File: src/ftws_pkg.sv
// Package for the frame-time window statistics block.
// Holds field widths, the controller command and status structs.
// No dependencies.
package ftws_pkg;

	localparam int TS_BITS    = 32;
	localparam int FIELD_BITS = 16;
	localparam int SUM_BITS   = 21;

	localparam logic [SUM_BITS-1:0] SUM_MAX = {SUM_BITS{1'b1}};

	typedef struct packed {
		logic capture;
		logic write;
		logic scan_step;
		logic load_out;
	} ctrl_cmd_t;

	typedef struct packed {
		logic scan_last;
		logic out_busy;
	} ctrl_status_t;

endpackage

File: src/ftws_ifs.sv
// Valid/ready channel interfaces for the frame-time window statistics block.
// Depends on ftws_pkg for the field widths.
interface ftws_in_if;
	logic                       valid;
	logic                       ready;
	logic [ftws_pkg::TS_BITS-1:0] timestamp_ms;

	modport source (output valid, output timestamp_ms, input ready);
	modport sink (input valid, input timestamp_ms, output ready);
endinterface

interface ftws_out_if;
	logic                           valid;
	logic                           ready;
	logic [ftws_pkg::FIELD_BITS-1:0] frame_ms;
	logic [ftws_pkg::SUM_BITS-1:0]   window_sum;
	logic [ftws_pkg::FIELD_BITS-1:0] window_min;
	logic [ftws_pkg::FIELD_BITS-1:0] window_max;

	modport source (output valid, output frame_ms, output window_sum,
		output window_min, output window_max, input ready);
	modport sink (input valid, input frame_ms, input window_sum,
		input window_min, input window_max, output ready);
endinterface

File: src/ftws_ctrl.sv
// Controller state machine for the frame-time window statistics block.
// Sequences capture, ring write, window scan and result load; uses ftws_pkg.
module ftws_ctrl (
	input  logic                   clk,
	input  logic                   arst_n,
	input  logic                   in_valid,
	output logic                   in_ready,
	input  ftws_pkg::ctrl_status_t status,
	output ftws_pkg::ctrl_cmd_t    cmd
);

	localparam logic [2:0] S_IDLE  = 3'd0;
	localparam logic [2:0] S_WRITE = 3'd1;
	localparam logic [2:0] S_SCAN  = 3'd2;
	localparam logic [2:0] S_FLUSH = 3'd3;
	localparam logic [2:0] S_PUSH  = 3'd4;

	logic [2:0] state_q;
	logic [2:0] state_d;

	assign in_ready = (state_q == S_IDLE);

	always_comb begin
		state_d = state_q;
		cmd     = '0;
		unique case (state_q)
			S_IDLE: begin
				if (in_valid) begin
					cmd.capture = 1'b1;
					state_d     = S_WRITE;
				end
			end
			S_WRITE: begin
				cmd.write = 1'b1;
				state_d   = S_SCAN;
			end
			S_SCAN: begin
				cmd.scan_step = 1'b1;
				if (status.scan_last) begin
					state_d = S_FLUSH;
				end
			end
			// The last read word is folded into the statistics here.
			S_FLUSH: begin
				state_d = S_PUSH;
			end
			S_PUSH: begin
				if (!status.out_busy) begin
					cmd.load_out = 1'b1;
					state_d      = S_IDLE;
				end
			end
			default: begin
				state_d = S_IDLE;
			end
		endcase
	end

	always_ff @(posedge clk or negedge arst_n) begin
		if (!arst_n) begin
			state_q <= S_IDLE;
		end else begin
			state_q <= state_d;
		end
	end

endmodule

File: src/ftws_datapath.sv
// Datapath for the frame-time window statistics block: frame-time
// subtraction, sample ring memory, serial scan and output register. Uses ftws_pkg.
module ftws_datapath #(
	parameter int WINDOW      = 32,
	parameter int SAMPLE_BITS = 16
) (
	input  logic                                clk,
	input  logic                                arst_n,
	input  ftws_pkg::ctrl_cmd_t                 cmd,
	output ftws_pkg::ctrl_status_t              status,
	input  logic [ftws_pkg::TS_BITS-1:0]        timestamp_ms,
	output logic                                out_valid,
	input  logic                                out_ready,
	output logic [ftws_pkg::FIELD_BITS-1:0]     frame_ms,
	output logic [ftws_pkg::SUM_BITS-1:0]       window_sum,
	output logic [ftws_pkg::FIELD_BITS-1:0]     window_min,
	output logic [ftws_pkg::FIELD_BITS-1:0]     window_max
);

	localparam int IDX_BITS  = $clog2(WINDOW);
	localparam int FILL_BITS = $clog2(WINDOW + 1);
	localparam int ACC_BITS  = ((SAMPLE_BITS > ftws_pkg::SUM_BITS) ?
		SAMPLE_BITS : ftws_pkg::SUM_BITS) + 1;
	localparam logic [ftws_pkg::TS_BITS-1:0] SAMPLE_MAX =
		ftws_pkg::TS_BITS'((64'd1 << SAMPLE_BITS) - 64'd1);

	logic [SAMPLE_BITS-1:0] ring_mem [WINDOW];

	logic [ftws_pkg::TS_BITS-1:0] stamp_q;
	logic [ftws_pkg::TS_BITS-1:0] last_stamp_q;
	logic [SAMPLE_BITS-1:0]       sample_q;
	logic [IDX_BITS-1:0]          write_slot_q;
	logic [FILL_BITS-1:0]         fill_level_q;
	logic [IDX_BITS-1:0]          scan_idx_q;
	logic [SAMPLE_BITS-1:0]       rd_data_s1;
	logic                         rd_vld_s1;
	logic [ftws_pkg::SUM_BITS-1:0] sum_q;
	logic [SAMPLE_BITS-1:0]       min_q;
	logic [SAMPLE_BITS-1:0]       max_q;

	logic [ftws_pkg::TS_BITS-1:0] diff;
	logic [SAMPLE_BITS-1:0]       sample_d;
	logic [ACC_BITS-1:0]          sum_ext;

	assign diff     = stamp_q - last_stamp_q;
	assign sample_d = (diff > SAMPLE_MAX) ? SAMPLE_MAX[SAMPLE_BITS-1:0]
		: diff[SAMPLE_BITS-1:0];
	assign sum_ext  = ACC_BITS'(sum_q) + ACC_BITS'(rd_data_s1);

	assign status.scan_last = (FILL_BITS'(scan_idx_q) + FILL_BITS'(1)) == fill_level_q;
	assign status.out_busy  = out_valid && !out_ready;

	always_ff @(posedge clk) begin
		if (cmd.capture) begin
			stamp_q <= timestamp_ms;
		end
		if (cmd.write) begin
			sample_q               <= sample_d;
			ring_mem[write_slot_q] <= sample_d;
		end
		if (cmd.scan_step) begin
			rd_data_s1 <= ring_mem[scan_idx_q];
		end
	end

	always_ff @(posedge clk or negedge arst_n) begin
		if (!arst_n) begin
			last_stamp_q <= '0;
			write_slot_q <= '0;
			fill_level_q <= '0;
			scan_idx_q   <= '0;
			rd_vld_s1    <= 1'b0;
		end else begin
			rd_vld_s1 <= cmd.scan_step;
			if (cmd.write) begin
				last_stamp_q <= stamp_q;
				scan_idx_q   <= '0;
				if (write_slot_q == IDX_BITS'(WINDOW - 1)) begin
					write_slot_q <= '0;
				end else begin
					write_slot_q <= write_slot_q + IDX_BITS'(1);
				end
				if (fill_level_q != FILL_BITS'(WINDOW)) begin
					fill_level_q <= fill_level_q + FILL_BITS'(1);
				end
			end else if (cmd.scan_step) begin
				scan_idx_q <= scan_idx_q + IDX_BITS'(1);
			end
		end
	end

	// The running sum saturates at every step; as it only grows, this
	// matches saturating the full sum at the end.
	always_ff @(posedge clk) begin
		if (cmd.write) begin
			sum_q <= '0;
			min_q <= '1;
			max_q <= '0;
		end else if (rd_vld_s1) begin
			if (sum_ext > ACC_BITS'(ftws_pkg::SUM_MAX)) begin
				sum_q <= ftws_pkg::SUM_MAX;
			end else begin
				sum_q <= sum_ext[ftws_pkg::SUM_BITS-1:0];
			end
			if (rd_data_s1 < min_q) begin
				min_q <= rd_data_s1;
			end
			if (rd_data_s1 > max_q) begin
				max_q <= rd_data_s1;
			end
		end
	end

	always_ff @(posedge clk or negedge arst_n) begin
		if (!arst_n) begin
			out_valid <= 1'b0;
		end else if (cmd.load_out) begin
			out_valid <= 1'b1;
		end else if (out_ready) begin
			out_valid <= 1'b0;
		end
	end

	// Samples wider than the output fields are cut to their low bits.
	always_ff @(posedge clk) begin
		if (cmd.load_out) begin
			frame_ms   <= ftws_pkg::FIELD_BITS'(sample_q);
			window_sum <= sum_q;
			window_min <= ftws_pkg::FIELD_BITS'(min_q);
			window_max <= ftws_pkg::FIELD_BITS'(max_q);
		end
	end

endmodule

File: src/frame_time_window_stats.sv
// Frame-time window statistics: frame time from successive timestamps, with
// sum, minimum and maximum over a ring of the last WINDOW samples.
// Each item runs capture, ring write, a serial scan of the filled entries through
// the single read port, a flush step and the result load, which waits while the
// output holds an untaken result. No new input is taken until the result is loaded.
// Reset clears the last stamp, slot and fill count; the ring is not cleared.
module frame_time_window_stats #(
	parameter int WINDOW      = 32,
	parameter int SAMPLE_BITS = 16
) (
	input  logic            clk,
	input  logic            arst_n,
	ftws_in_if.sink         in_ch,
	ftws_out_if.source      out_ch
);

	ftws_pkg::ctrl_cmd_t    cmd;
	ftws_pkg::ctrl_status_t status;

	ftws_ctrl u_ctrl (
		.clk      (clk),
		.arst_n   (arst_n),
		.in_valid (in_ch.valid),
		.in_ready (in_ch.ready),
		.status   (status),
		.cmd      (cmd)
	);

	ftws_datapath #(
		.WINDOW      (WINDOW),
		.SAMPLE_BITS (SAMPLE_BITS)
	) u_datapath (
		.clk          (clk),
		.arst_n       (arst_n),
		.cmd          (cmd),
		.status       (status),
		.timestamp_ms (in_ch.timestamp_ms),
		.out_valid    (out_ch.valid),
		.out_ready    (out_ch.ready),
		.frame_ms     (out_ch.frame_ms),
		.window_sum   (out_ch.window_sum),
		.window_min   (out_ch.window_min),
		.window_max   (out_ch.window_max)
	);

endmodule

File: src/flat_wrapper.sv
// flat-port wrapper written by rule: the top's interface ports become plain ports
module frame_time_window_stats_flat 
#(
	parameter int WINDOW      = 32,
	parameter int SAMPLE_BITS = 16
)
  (clk, arst_n, in_ch_valid, in_ch_timestamp_ms, in_ch_ready, out_ch_valid, out_ch_frame_ms, out_ch_window_sum, out_ch_window_min, out_ch_window_max, out_ch_ready);
  ftws_in_if in_ch_i ();
  ftws_out_if out_ch_i ();
  input  logic clk;
  input  logic arst_n;
  input wire logic [$bits(in_ch_i.valid)-1:0] in_ch_valid;
  input wire logic [$bits(in_ch_i.timestamp_ms)-1:0] in_ch_timestamp_ms;
  output wire logic [$bits(in_ch_i.ready)-1:0] in_ch_ready;
  output wire logic [$bits(out_ch_i.valid)-1:0] out_ch_valid;
  output wire logic [$bits(out_ch_i.frame_ms)-1:0] out_ch_frame_ms;
  output wire logic [$bits(out_ch_i.window_sum)-1:0] out_ch_window_sum;
  output wire logic [$bits(out_ch_i.window_min)-1:0] out_ch_window_min;
  output wire logic [$bits(out_ch_i.window_max)-1:0] out_ch_window_max;
  input wire logic [$bits(out_ch_i.ready)-1:0] out_ch_ready;
  assign in_ch_i.valid = in_ch_valid;
  assign in_ch_i.timestamp_ms = in_ch_timestamp_ms;
  assign in_ch_ready = in_ch_i.ready;
  assign out_ch_valid = out_ch_i.valid;
  assign out_ch_frame_ms = out_ch_i.frame_ms;
  assign out_ch_window_sum = out_ch_i.window_sum;
  assign out_ch_window_min = out_ch_i.window_min;
  assign out_ch_window_max = out_ch_i.window_max;
  assign out_ch_i.ready = out_ch_ready;
  frame_time_window_stats #(.WINDOW(WINDOW), .SAMPLE_BITS(SAMPLE_BITS)) u_core (.clk(clk), .arst_n(arst_n), .in_ch(in_ch_i), .out_ch(out_ch_i));
endmodule
File: config.mk
export PLATFORM = sky130hd
export DESIGN_NAME = frame_time_window_stats_flat
export DESIGN_NICKNAME = d
export VERILOG_FILES = /design/src/ftws_pkg.sv /design/src/ftws_ifs.sv /design/src/ftws_ctrl.sv /design/src/ftws_datapath.sv /design/src/frame_time_window_stats.sv /design/src/flat_wrapper.sv
export SDC_FILE = /design/constraint.sdc
export NUM_CORES = 1
export LEC_CHECK = 0
export BUFFER_PORTS_ARGS = -buffer_cell sky130_fd_sc_hd__buf_2
export CAP_MARGIN = 0
export CORE_MARGIN = 5
export CORE_UTILIZATION = 60
export DETAILED_ROUTE_END_ITERATION = 16
export PLACE_DENSITY = 0.88
export SETUP_SLACK_MARGIN = 0.5
export SLEW_MARGIN = 20
export SYNTH_ARGS = -nofsm -noshare
export SYNTH_HDL_FRONTEND = slang
export SYNTH_SLANG_ARGS = --single-unit
File: constraint.sdc
create_clock -name clk -period 7.7 [get_ports clk]
set_input_delay 1.54 -clock clk [delete_from_list [all_inputs] [get_ports clk]]
set_output_delay 1.54 -clock clk [all_outputs]
set_load 0.02 [all_outputs]
---- After elaboration in Yosys (flattened, before gate mapping) ----
Memories as Yosys holds them, arrays and structs flattened. A register that Yosys moved wholly into a read port is not among the register bits.
Cells that the tools add are included.
storage, ports and cells
  output and inout bits ................... 71
  input bits .............................. 36
  bits in registers ....................... 223
  word-level logic and storage cells ...... 65
  memories kept ........................... 1
  RAM bits ................................ 512
operators by class
  reduce and logical (&&, ||, !) cells .... 9
  equality and inequality tests ........... 10
  add/sub/neg operators ................... 6
  $lt $le $gt $ge ......................... 4
  multiplexer cells ....................... 19
memories
  name                        words  bits a word  rd ports  clocked after Yosys merged registers in  wr ports  line                 source
  u_core.u_datapath.ring_mem  32     16           1         1                                        1         ftws_datapath.sv:27  logic [SAMPLE_BITS-1:0] ring_mem [WINDOW];
operator list
  operator                                              count
  > comparator 32 x 16 -> 1 bit, second input constant  1
  subtractor 32 bit                                     1
  adder 21 x 16 -> 22 bit                               1
  > comparator 22 x 21 -> 1 bit, second input constant  1
  2-to-1 mux 21 bit                                     1
  > comparator 16 bit                                   1
  < comparator 16 bit                                   1
  2-to-1 mux 16 bit                                     1
  2-to-1 mux 5 bit                                      3
  case mux 3 bit (5 select lines)                       1
  adder 5 x 1 -> 5 bit, second input constant           2
  2-to-1 mux 1 bit                                      10
  2-to-1 mux 3 bit                                      3
  adder 5 x 1 -> 6 bit, second input constant           1
  adder 6 x 1 -> 6 bit, second input constant           1
  == test 3 x 2 -> 1 bit, second input constant         2
  == test 6 bit                                         1
  inequality test 6 bit, second input constant          1
  AND reduction 2 bit                                   3
  == test 5 bit, second input constant                  1
  inequality test 2 bit, second input constant          2
  nonzero test 2 bit                                    2
  == test 3 x 1 -> 1 bit, second input constant         1
  == test 3 bit, second input constant                  1
  5 further kinds                                       5

---- Depth between registers and ports, before layout ----
Gate-level depths: netlist of run 1.
  word-level depth ........................ 5
  mapped depth ............................ 12
  mapped depth without buffers ............ 11

---- Modules after synthesis ----
A second synthesis of run 1 with hierarchy kept.
unflattened totals
  cell total of the unflattened synthesis .. 2114
  area total of the unflattened synthesis .. 31753.0 µm²
by module, submodules not included
  module         times used  cells an instance  area an instance (µm²)  sequential area each (µm²)
  ftws_datapath  1           2096               31554.0                 21680.8
  ftws_ctrl      1           18                 198.9                   75.1

---- Worst setup path before layout of run 1 ----
Ideal clock, no wire load.
  kind .................................... in2reg
  start ................................... input port in_ch_valid
  end ..................................... register u_core.u_datapath.stamp_q[0] in the netlist's numbering, enable pin
  stages .................................. 2
  slack ................................... 3436 ps
  data required time ...................... 7239 ps
  setup time .............................. 461 ps
  data arrival time ....................... 3803 ps
  path buffers ............................ 0
  path through ............................ nand2b_1 > nor3_1
RTL lines
  what                  line                 source
  start, declared       flat_wrapper.sv:12   input wire logic [$bits(in_ch_i.valid)-1:0] in_ch_valid;
  end signal, assigned  ftws_datapath.sv:55  stamp_q <= timestamp_ms;
  end, declared         ftws_datapath.sv:29  logic [ftws_pkg::TS_BITS-1:0] stamp_q;

---- Worst setup path after layout of run 1 ----
  start ................................... register u_core.u_datapath.stamp_q[0] in the netlist's numbering
  end ..................................... memory u_core.u_datapath.ring_mem[4][5] (data pin)
between the ends
  longest elaborated chain between the ends .. 3
RTL lines
  what                               line                 source
  subtractor 32 bit *                ftws_datapath.sv:45  assign diff = stamp_q - last_stamp_q;
  > comparator 32 x 16 -> 1 bit      ftws_datapath.sv:46  assign sample_d = (diff > SAMPLE_MAX) ? SAMPLE_MAX[SAMPLE_BITS-1:0]
  2-to-1 mux 16 bit *                ftws_datapath.sv:46
  via u_core.u_datapath.sample_d[5]  ftws_datapath.sv:42  logic [SAMPLE_BITS-1:0] sample_d;
  end, declared                      ftws_datapath.sv:27
The timed path passes the listed nets; every way through them passes the cells marked *.

==> run_results.csv, run 1 <==
group,metric,value,unit
status,outcome,"finished clean",
timing,drv_slew,0,
worst_setup_path,crit_type,"reg -> reg",
placed_design,preCtsSetupSlack,2.57,ns
timing,slew_headroom,20.4,%
grt,grt_pass1_vias,20789,
drt,drc,0,
grt,grt_max_degree,104,
drt,avgRoutedWirePerCell,27.7,µm
yosys,synth_commonest_cells,"645 x edfxtp_1, 176 x nand2_1, 145 x o21ai_0",
yosys,synth_edf_count,645,
power,cellPowerDensity,371,nW/µm²
drt,ant_nets,0,
yosys,synth_area,31900,µm²
timing,finalCriticalPeriod,5.35,ns
placed_design,place.gp.congestion,0.911,
die,io_pins,107,
die,initial_utilization,60.6,%
timing,fmax,0.187,GHz
yosys,synthFlopType,"edfxtp_1",
cts,cts_num_sinks,751,
final_layout,design_area,35900,µm²
final_layout,drive_above_1_share,18.4,%
drt,dr.pass1.iters,6,
final_layout,syn2layout_area_growth,12.5,%
hold_path,worstHoldPathType,"reg -> reg",
die,std_cell_rows,84,
yosys,yosysWarnings,0,
grt,grt.total_usage,28.8,%
cts,cts.root.buffer_cell,"clkbuf_16",
yosys,async_flop_share,7.06,%
timing,finalSetupViolations,0,
placed_design,io_buffer_count,106,
flow_run,max_cap_viol_count,0,
cts,worstSkewPairLatency,0.63,ns
worst_setup_path,cp.required,7.70,ns
cts,cts-resized-gates,0,
die,die_y,241,µm
die,die_area,57900,µm²
timing,worst_slack,2.35,ns
worst_setup_path,start_kind,"flip-flop",
drt,first_iter_violations,2909,
cts,cts_buffer_depth,3,
final_layout,fin_nets,2416,
yosys,synth_area_leader_cell,"edfxtp_1",
timing,fin_crit_sh,69.5,%
cts,clk_pin_slew,0.06,ns
die,die_w,241,µm
placed_design,place_area,33400,µm²
drt,vias_per_cell,6.80,
grt,grt_pass1_wl,125000,µm
yosys,netlist_instances,2170,
yosys,synth-seq-cells,751,
timing,rsz0062_at_grt,"false",
hold_path,holdPathStages,0,
worst_setup_path,reg2regPathDepth,11,
drt,via_count,20676,
cts,numCtsBuffers,73,
die,core_area,52700,µm²
yosys,ys_types,79,
cts,htreeDepth,3,
timing,hold_viol_final,0,
timing,worstMarginPinSlew,1.19,ns
cts,post_cts_buffers,0,
worst_setup_path,worstPathMaxFanout,33,
worst_setup_path,arrival,5.35,ns
cts,cts_tree,"yes",
grt,antenna_found_initial,1,
power,ir_worst_vdd,0.000221,V
yosys,syn-num-nets,2294,
grt,gr-total-overflow,0,
drt,wl,84100,µm
yosys,synth_top_area_share,60.7,%
timing,fin_skew,0.0319,ns
worst_setup_path,crit_path_end_kind,"flip-flop",
placed_design,dpl.hpwl,47900,µm
placed_design,placed_cells,2905,
yosys,ys_top_cells_by_area,"edfxtp_1 61%, mux4_2 4.5%, dfrtp_1 4.2%",
power,p_leak,13.4,nW
cts,ctsHoldBuffers,0,
yosys,yosysSeqAreaShare,68.2,%
yosys,synth_most_common_cell,"edfxtp_1",
timing,tns,0,ns
final_layout,fin_cells,3040,
yosys,syn_area_per_cell,14.7,µm²
## state kept, by name, summed over array words and instances, names as in the netlist, 3 cells and up
signal	flops
u_core.u_datapath.rd_data_s1	16
u_core.u_datapath.window_sum	21
u_core.u_datapath.max_q	16
u_core.u_datapath.window_max	16
u_core.u_datapath.stamp_q	32
u_core.u_datapath.write_slot_q	5
u_core.u_ctrl.state_q	3
u_core.u_datapath.fill_level_q	6
u_core.u_datapath.sum_q	21
u_core.u_datapath.frame_ms	16
u_core.u_datapath.sample_q	16
u_core.u_datapath.ring_mem	512
u_core.u_datapath.last_stamp_q	32
u_core.u_datapath.min_q	16
u_core.u_datapath.window_min	16
u_core.u_datapath.scan_idx_q	5
## per-stage QoR
| stage | hold slack, ns | total power, mW | util [%] |
|---|---|---|---|
| after global placement | 0.403 | 9.36 | 63.5 |
| after detailed placement | 0.405 | 9.56 | 63.5 |
| after CTS | 0.411 | 13.2 | 68.1 |
| final | 0.415 | 13.3 | 68.2 |
| after global routing | 0.421 | 13.9 | 68.2 |
| after floorplan | 0.400 | 8.33 | - |
## worst max-delay path, cell delays in order (launching register included)
cell and delay [ns]:
edfxtp_1 0.33, inv_1 0.05, ha_1 0.23, fa_1 0.39
nand2b_1 0.21, a21oi_2 0.28, o211ai_4 0.14, a31o_1 0.23
a211o_1 0.29, or4b_4 0.53, nor3_4 0.89, nand3_1 1.15
## kinds of logic after synthesis
| logic type | after synthesis | synth area share [%] |
|---|---|---|
| muxes | 199 | 8.88 |
| buffers and inverters | 191 | 2.43 |
| AOI/OAI and AO/OA | 490 | 9.93 |
| DFF | 751 | 68.2 |
| and+or+nand+nor | 417 | 6.18 |
| adders and majority gates | 88 | 3.50 |
| xor gates and xnor gates | 34 | 0.933 |
## final cells by class
type	instances	area, µm²
Timing Repair Buffer	157	926
Fill cell	3165	16700
Sequential cell	751	21800
Tap cell	688	861
Clock buffer	101	2070
Clock inverter	33	382
Antenna cell	1	2.50
Multi-Input combinational cell	1228	9610
Inverter	81	305
## layer usage
| metal | GRT usage [%] | vias to the layer above | wire length (µm) |
|---|---|---|---|
| li1 | - | 8660 | - |
| met1 | 36.3 | 10104 | 28600 |
| met2 | 47.1 | 1546 | 40600 |
| met3 | 7.10 | 366 | 10000 |
| met4 | 14.9 | 0 | 4970 |
| met5 | 0 | - | 0 |
## path summary, 6_finish.rpt
check	startpoint	end	slack [ns]
worst min register to register	u_core.u_datapath.sample_q[0]	u_core.u_datapath.frame_ms[0]	0.42
worst max register to register	u_core.u_datapath.stamp_q[0]	u_core.u_datapath.ring_mem[4][5]	2.35
worst min-delay path	u_core.u_datapath.sample_q[0]	u_core.u_datapath.frame_ms[0]	0.42
worst max-delay path	u_core.u_datapath.stamp_q[0]	u_core.u_datapath.ring_mem[4][5]	2.35
max in group asynchronous	arst_n	u_core.u_datapath.scan_idx_q[0]	6.09
min in group asynchronous	arst_n	u_core.u_datapath.scan_idx_q[3]	1.06
## layout by cell type (no fill, tap or decap), drive strengths merged, types with 7 or more instances in the layout
master   netlist  routed
a31oi         10      10
nand2b        11      11
o2111ai        9       9
inv           81      81
bufinv         0       7
dfxtp         53      53
mux4          64      64
o221a          9       9
buf           33     157
o21a          14      14
nand2        177     177
and3          19      19
a211oi        12      12
nor2          66      66
edfxtp       645     645
nor3          40      40
ha            86      86
xor2          15      15
dfrtp         53      53
clkbuf        77     101
mux2          33      33
o21ai        147     147
xnor2         19      19
mux2i        102     102
nor2b          8       8
nand4         16      16
o22ai         18      18
a21oi        125     125
o221ai        48      48
a21o          30      30
o211ai        24      24
nand3         38      38
clkinv         0      26
or2            7       7
## power breakdown
| group | leakage [nW] | internal, mW | switching [mW] | total [mW] |
|---|---|---|---|---|
| logic | 4.34 | 1.60 | 2.71 | 4.31 |
| registers | 7.87 | 4.91 | 0.475 | 5.39 |
| clock network | 1.20 | 2.12 | 1.51 | 3.63 |
| total | 13.4 | 8.63 | 4.70 | 13.3 |
Power figures use the tool's default switching activity.
==> run 2: changes to the inputs <==
--- a/config.mk
+++ b/config.mk
@@ -8,9 +8,9 @@
 export BUFFER_PORTS_ARGS = -buffer_cell sky130_fd_sc_hd__buf_2
 export CAP_MARGIN = 0
 export CORE_MARGIN = 5
-export CORE_UTILIZATION = 60
+export CORE_UTILIZATION = 56
 export DETAILED_ROUTE_END_ITERATION = 16
-export PLACE_DENSITY = 0.88
+export PLACE_DENSITY = 0.87
 export SETUP_SLACK_MARGIN = 0.5
 export SLEW_MARGIN = 20
 export SYNTH_ARGS = -nofsm -noshare
==> constraint.sdc (replaced) <==
create_clock -name clk -period 4.4 [get_ports clk]
set_input_delay 0.88 -clock clk [delete_from_list [all_inputs] [get_ports clk]]
set_output_delay 0.88 -clock clk [all_outputs]
set_load 0.02 [all_outputs]
==> run_results.csv, run 2 (same netlist as run 1, synthesis figures left out) <==
group,metric,value,unit
status,outcome,"finished clean",
timing,finalCriticalPeriod,3.82,ns
worst_setup_path,crit_path_end_kind,"flip-flop",
grt,grt_pass1_wl,130000,µm
timing,fmax,0.262,GHz
drt,avgRoutedWirePerCell,28.1,µm
timing,worstMarginPinSlew,1.06,ns
cts,post_cts_buffers,0,
cts,cts_num_sinks,751,
power,p_comb_share,33.6,%
drt,vias_per_cell,6.71,
worst_setup_path,worstPathMaxFanout,9,
cts,htreeDepth,3,
cts,worstSkewPairLatency,0.63,ns
timing,drv_slew,0,
grt,grt_max_degree,78,
power,seqPwrFrac,38.9,%
cts,cts_buffer_depth,3,
grt,grt.total_usage,27.7,%
final_layout,multiInputGateArea,9500,µm²
drt,ant_nets,0,
worst_setup_path,arrival,4.33,ns
timing,tns,0,ns
worst_setup_path,start_kind,"flip-flop",
placed_design,dpl.hpwl,49200,µm
final_layout,n_antenna_cell,0,
worst_setup_path,crit_type,"reg -> reg",
cts,cts_tree,"yes",
placed_design,place.gp.congestion,0.919,
drt,drc,0,
placed_design,place_area,33800,µm²
timing,finalSetupViolations,0,
final_layout,design_area,36400,µm²
cts,cts.root.buffer_cell,"clkbuf_16",
final_layout,largest_reg_flops,512,
final_layout,final_cell_mix,"645 x edfxtp_1, 176 x nand2_1, 145 x o21ai_0",
timing,slew_headroom,29.2,%
final_layout,largest_registers,"u_core.u_datapath.ring_mem x512, u_core.u_datapath.last_stamp_q x32, u_core.u_datapath.stamp_q x32",
power,clkPwrFrac,27.5,%
flow_run,max_cap_viol_count,0,
die,std_cell_rows,87,
hold_path,worstHoldPathType,"in -> async",
power,ir_worst_vdd,0.000377,V
final_layout,final_common_cell,"edfxtp_1",
final_layout,fin_util,64.5,%
drt,first_iter_violations,2754,
final_layout,fin_nets,2458,
power,internal_power,15.5,mW
timing,fin_crit_sh,86.9,%
timing,fin_skew,0.0231,ns
cts,numCtsBuffers,72,
worst_setup_path,worst-r2r-setup-slack,0.58,ns
cts,clk_pin_slew,0.06,ns
final_layout,fin_cells,3148,
grt,busiest_layer,"met2",
final_layout,fillers,3645,
grt,gr-total-overflow,0,
grt,grtUsageMet3,7.61,%
timing,rsz0062_at_grt,"false",
power,switchingPower,8.57,mW
placed_design,io_buffer_count,106,
grt,grt_pass1_vias,21430,
drt,via_count,21113,
die,die_area,61900,µm²
die,initial_utilization,56.6,%
drt,wl,88400,µm
final_layout,top_register,"u_core.u_datapath.ring_mem",
die,die_y,249,µm
worst_setup_path,cp.required,4.91,ns
die,die_w,249,µm
die,core_area,56400,µm²
final_layout,syn2layout_area_growth,13.9,%
final_layout,register_area,21800,µm²
power,power,24.1,mW
final_layout,drive_above_1_share,19.2,%
timing,hold_viol_final,0,
power,p_leak,13.6,nW
grt,met1_usage,34.3,%
power,sw_frac_of_total,35.6,%
grt,antenna_found_initial,3,
power,cellPowerDensity,662,nW/µm²
die,io_pins,107,
placed_design,placed_cells,3016,
drt,dr.pass1.iters,5,
grt,use_met2,44.8,%
run 2: cell count changes in the layout (fill, tap and decap cells not counted), sizes merged:
cell / change
clkinvlp: +3
diode: -1
inv: +3
bufinv: +5
buf: +43
clkbuf: -13
run 2: worst paths after layout:
| path | startpoint | to | depth (start not counted) |
|---|---|---|---|
| hold / removal | arst_n | u_core.u_datapath.last_stamp_q[30] | 1 |
| setup reg to reg | u_core.u_datapath.rd_data_s1[10] | u_core.u_datapath.sum_q[8] | 9 |
| setup / recovery | u_core.u_datapath.rd_data_s1[10] | u_core.u_datapath.sum_q[8] | 9 |
| min in group clk | u_core.u_datapath.sample_q[7] | u_core.u_datapath.frame_ms[7] | 0 |
| hold reg to reg | u_core.u_datapath.sample_q[7] | u_core.u_datapath.frame_ms[7] | 0 |
| max in group asynchronous | arst_n | u_core.u_datapath.write_slot_q[4] | 2 |
run 2: power by group through the flow:
stage,clock network (mW),logic [mW],registers (mW)
2_1_floorplan,0,5.45,9.14
3_3_place_gp,0,7.32,9.39
3_5_place_dp,0,7.61,9.44
4_1_cts,6.64,7.87,9.32
5_1_grt,6.97,8.65,9.41
6_report,6.62,8.08,9.36
run 2: layout make-up:
class | instances | share of cell area, %
Tap cell | 756 | 2.60
Clock inverter | 44 | 1.59
Timing Repair Buffer | 200 | 3.65
Clock buffer | 88 | 5.32
Sequential cell | 751 | 59.9
Inverter | 81 | 0.840
Multi-Input combinational cell | 1228 | 26.1
run 2: layer usage:
| layer | part of all wire (%) | up-vias |
|---|---|---|
| met5 | 0.028 | - |
| met4 | 6.4 | 4 |
| met3 | 13 | 408 |
| met2 | 48 | 1698 |
| met1 | 33 | 10257 |
| li1 | - | 8746 |
run 2: repair_timing:
action / 4_1_cts / 5_1_grt
hold buffers: 0 / 0
endpoints found under the setup margin: 85 / 519
pin swaps: 0 / 0
gates resized for setup: 1 / 8
run 2: worst max-delay path, stage by stage (launching register included):
cell       delay, ns
edfxtp_1        0.53
ha_1            0.43
a21o_1          0.21
a21o_1          0.20
a221o_1         0.40
nor3_1          0.35
a211oi_1        0.24
o2111ai_2       0.53
nand2_1         0.44
o221a_2         0.37
run 2: metrics by stage:
step,setup slack (ns),hold WS [ns]
floorplan,0.542,0.400
global placement,0.613,0.407
detailed placement,0.535,0.414
CTS,0.528,0.357
global route,0.500,0.400
finish,0.578,0.350
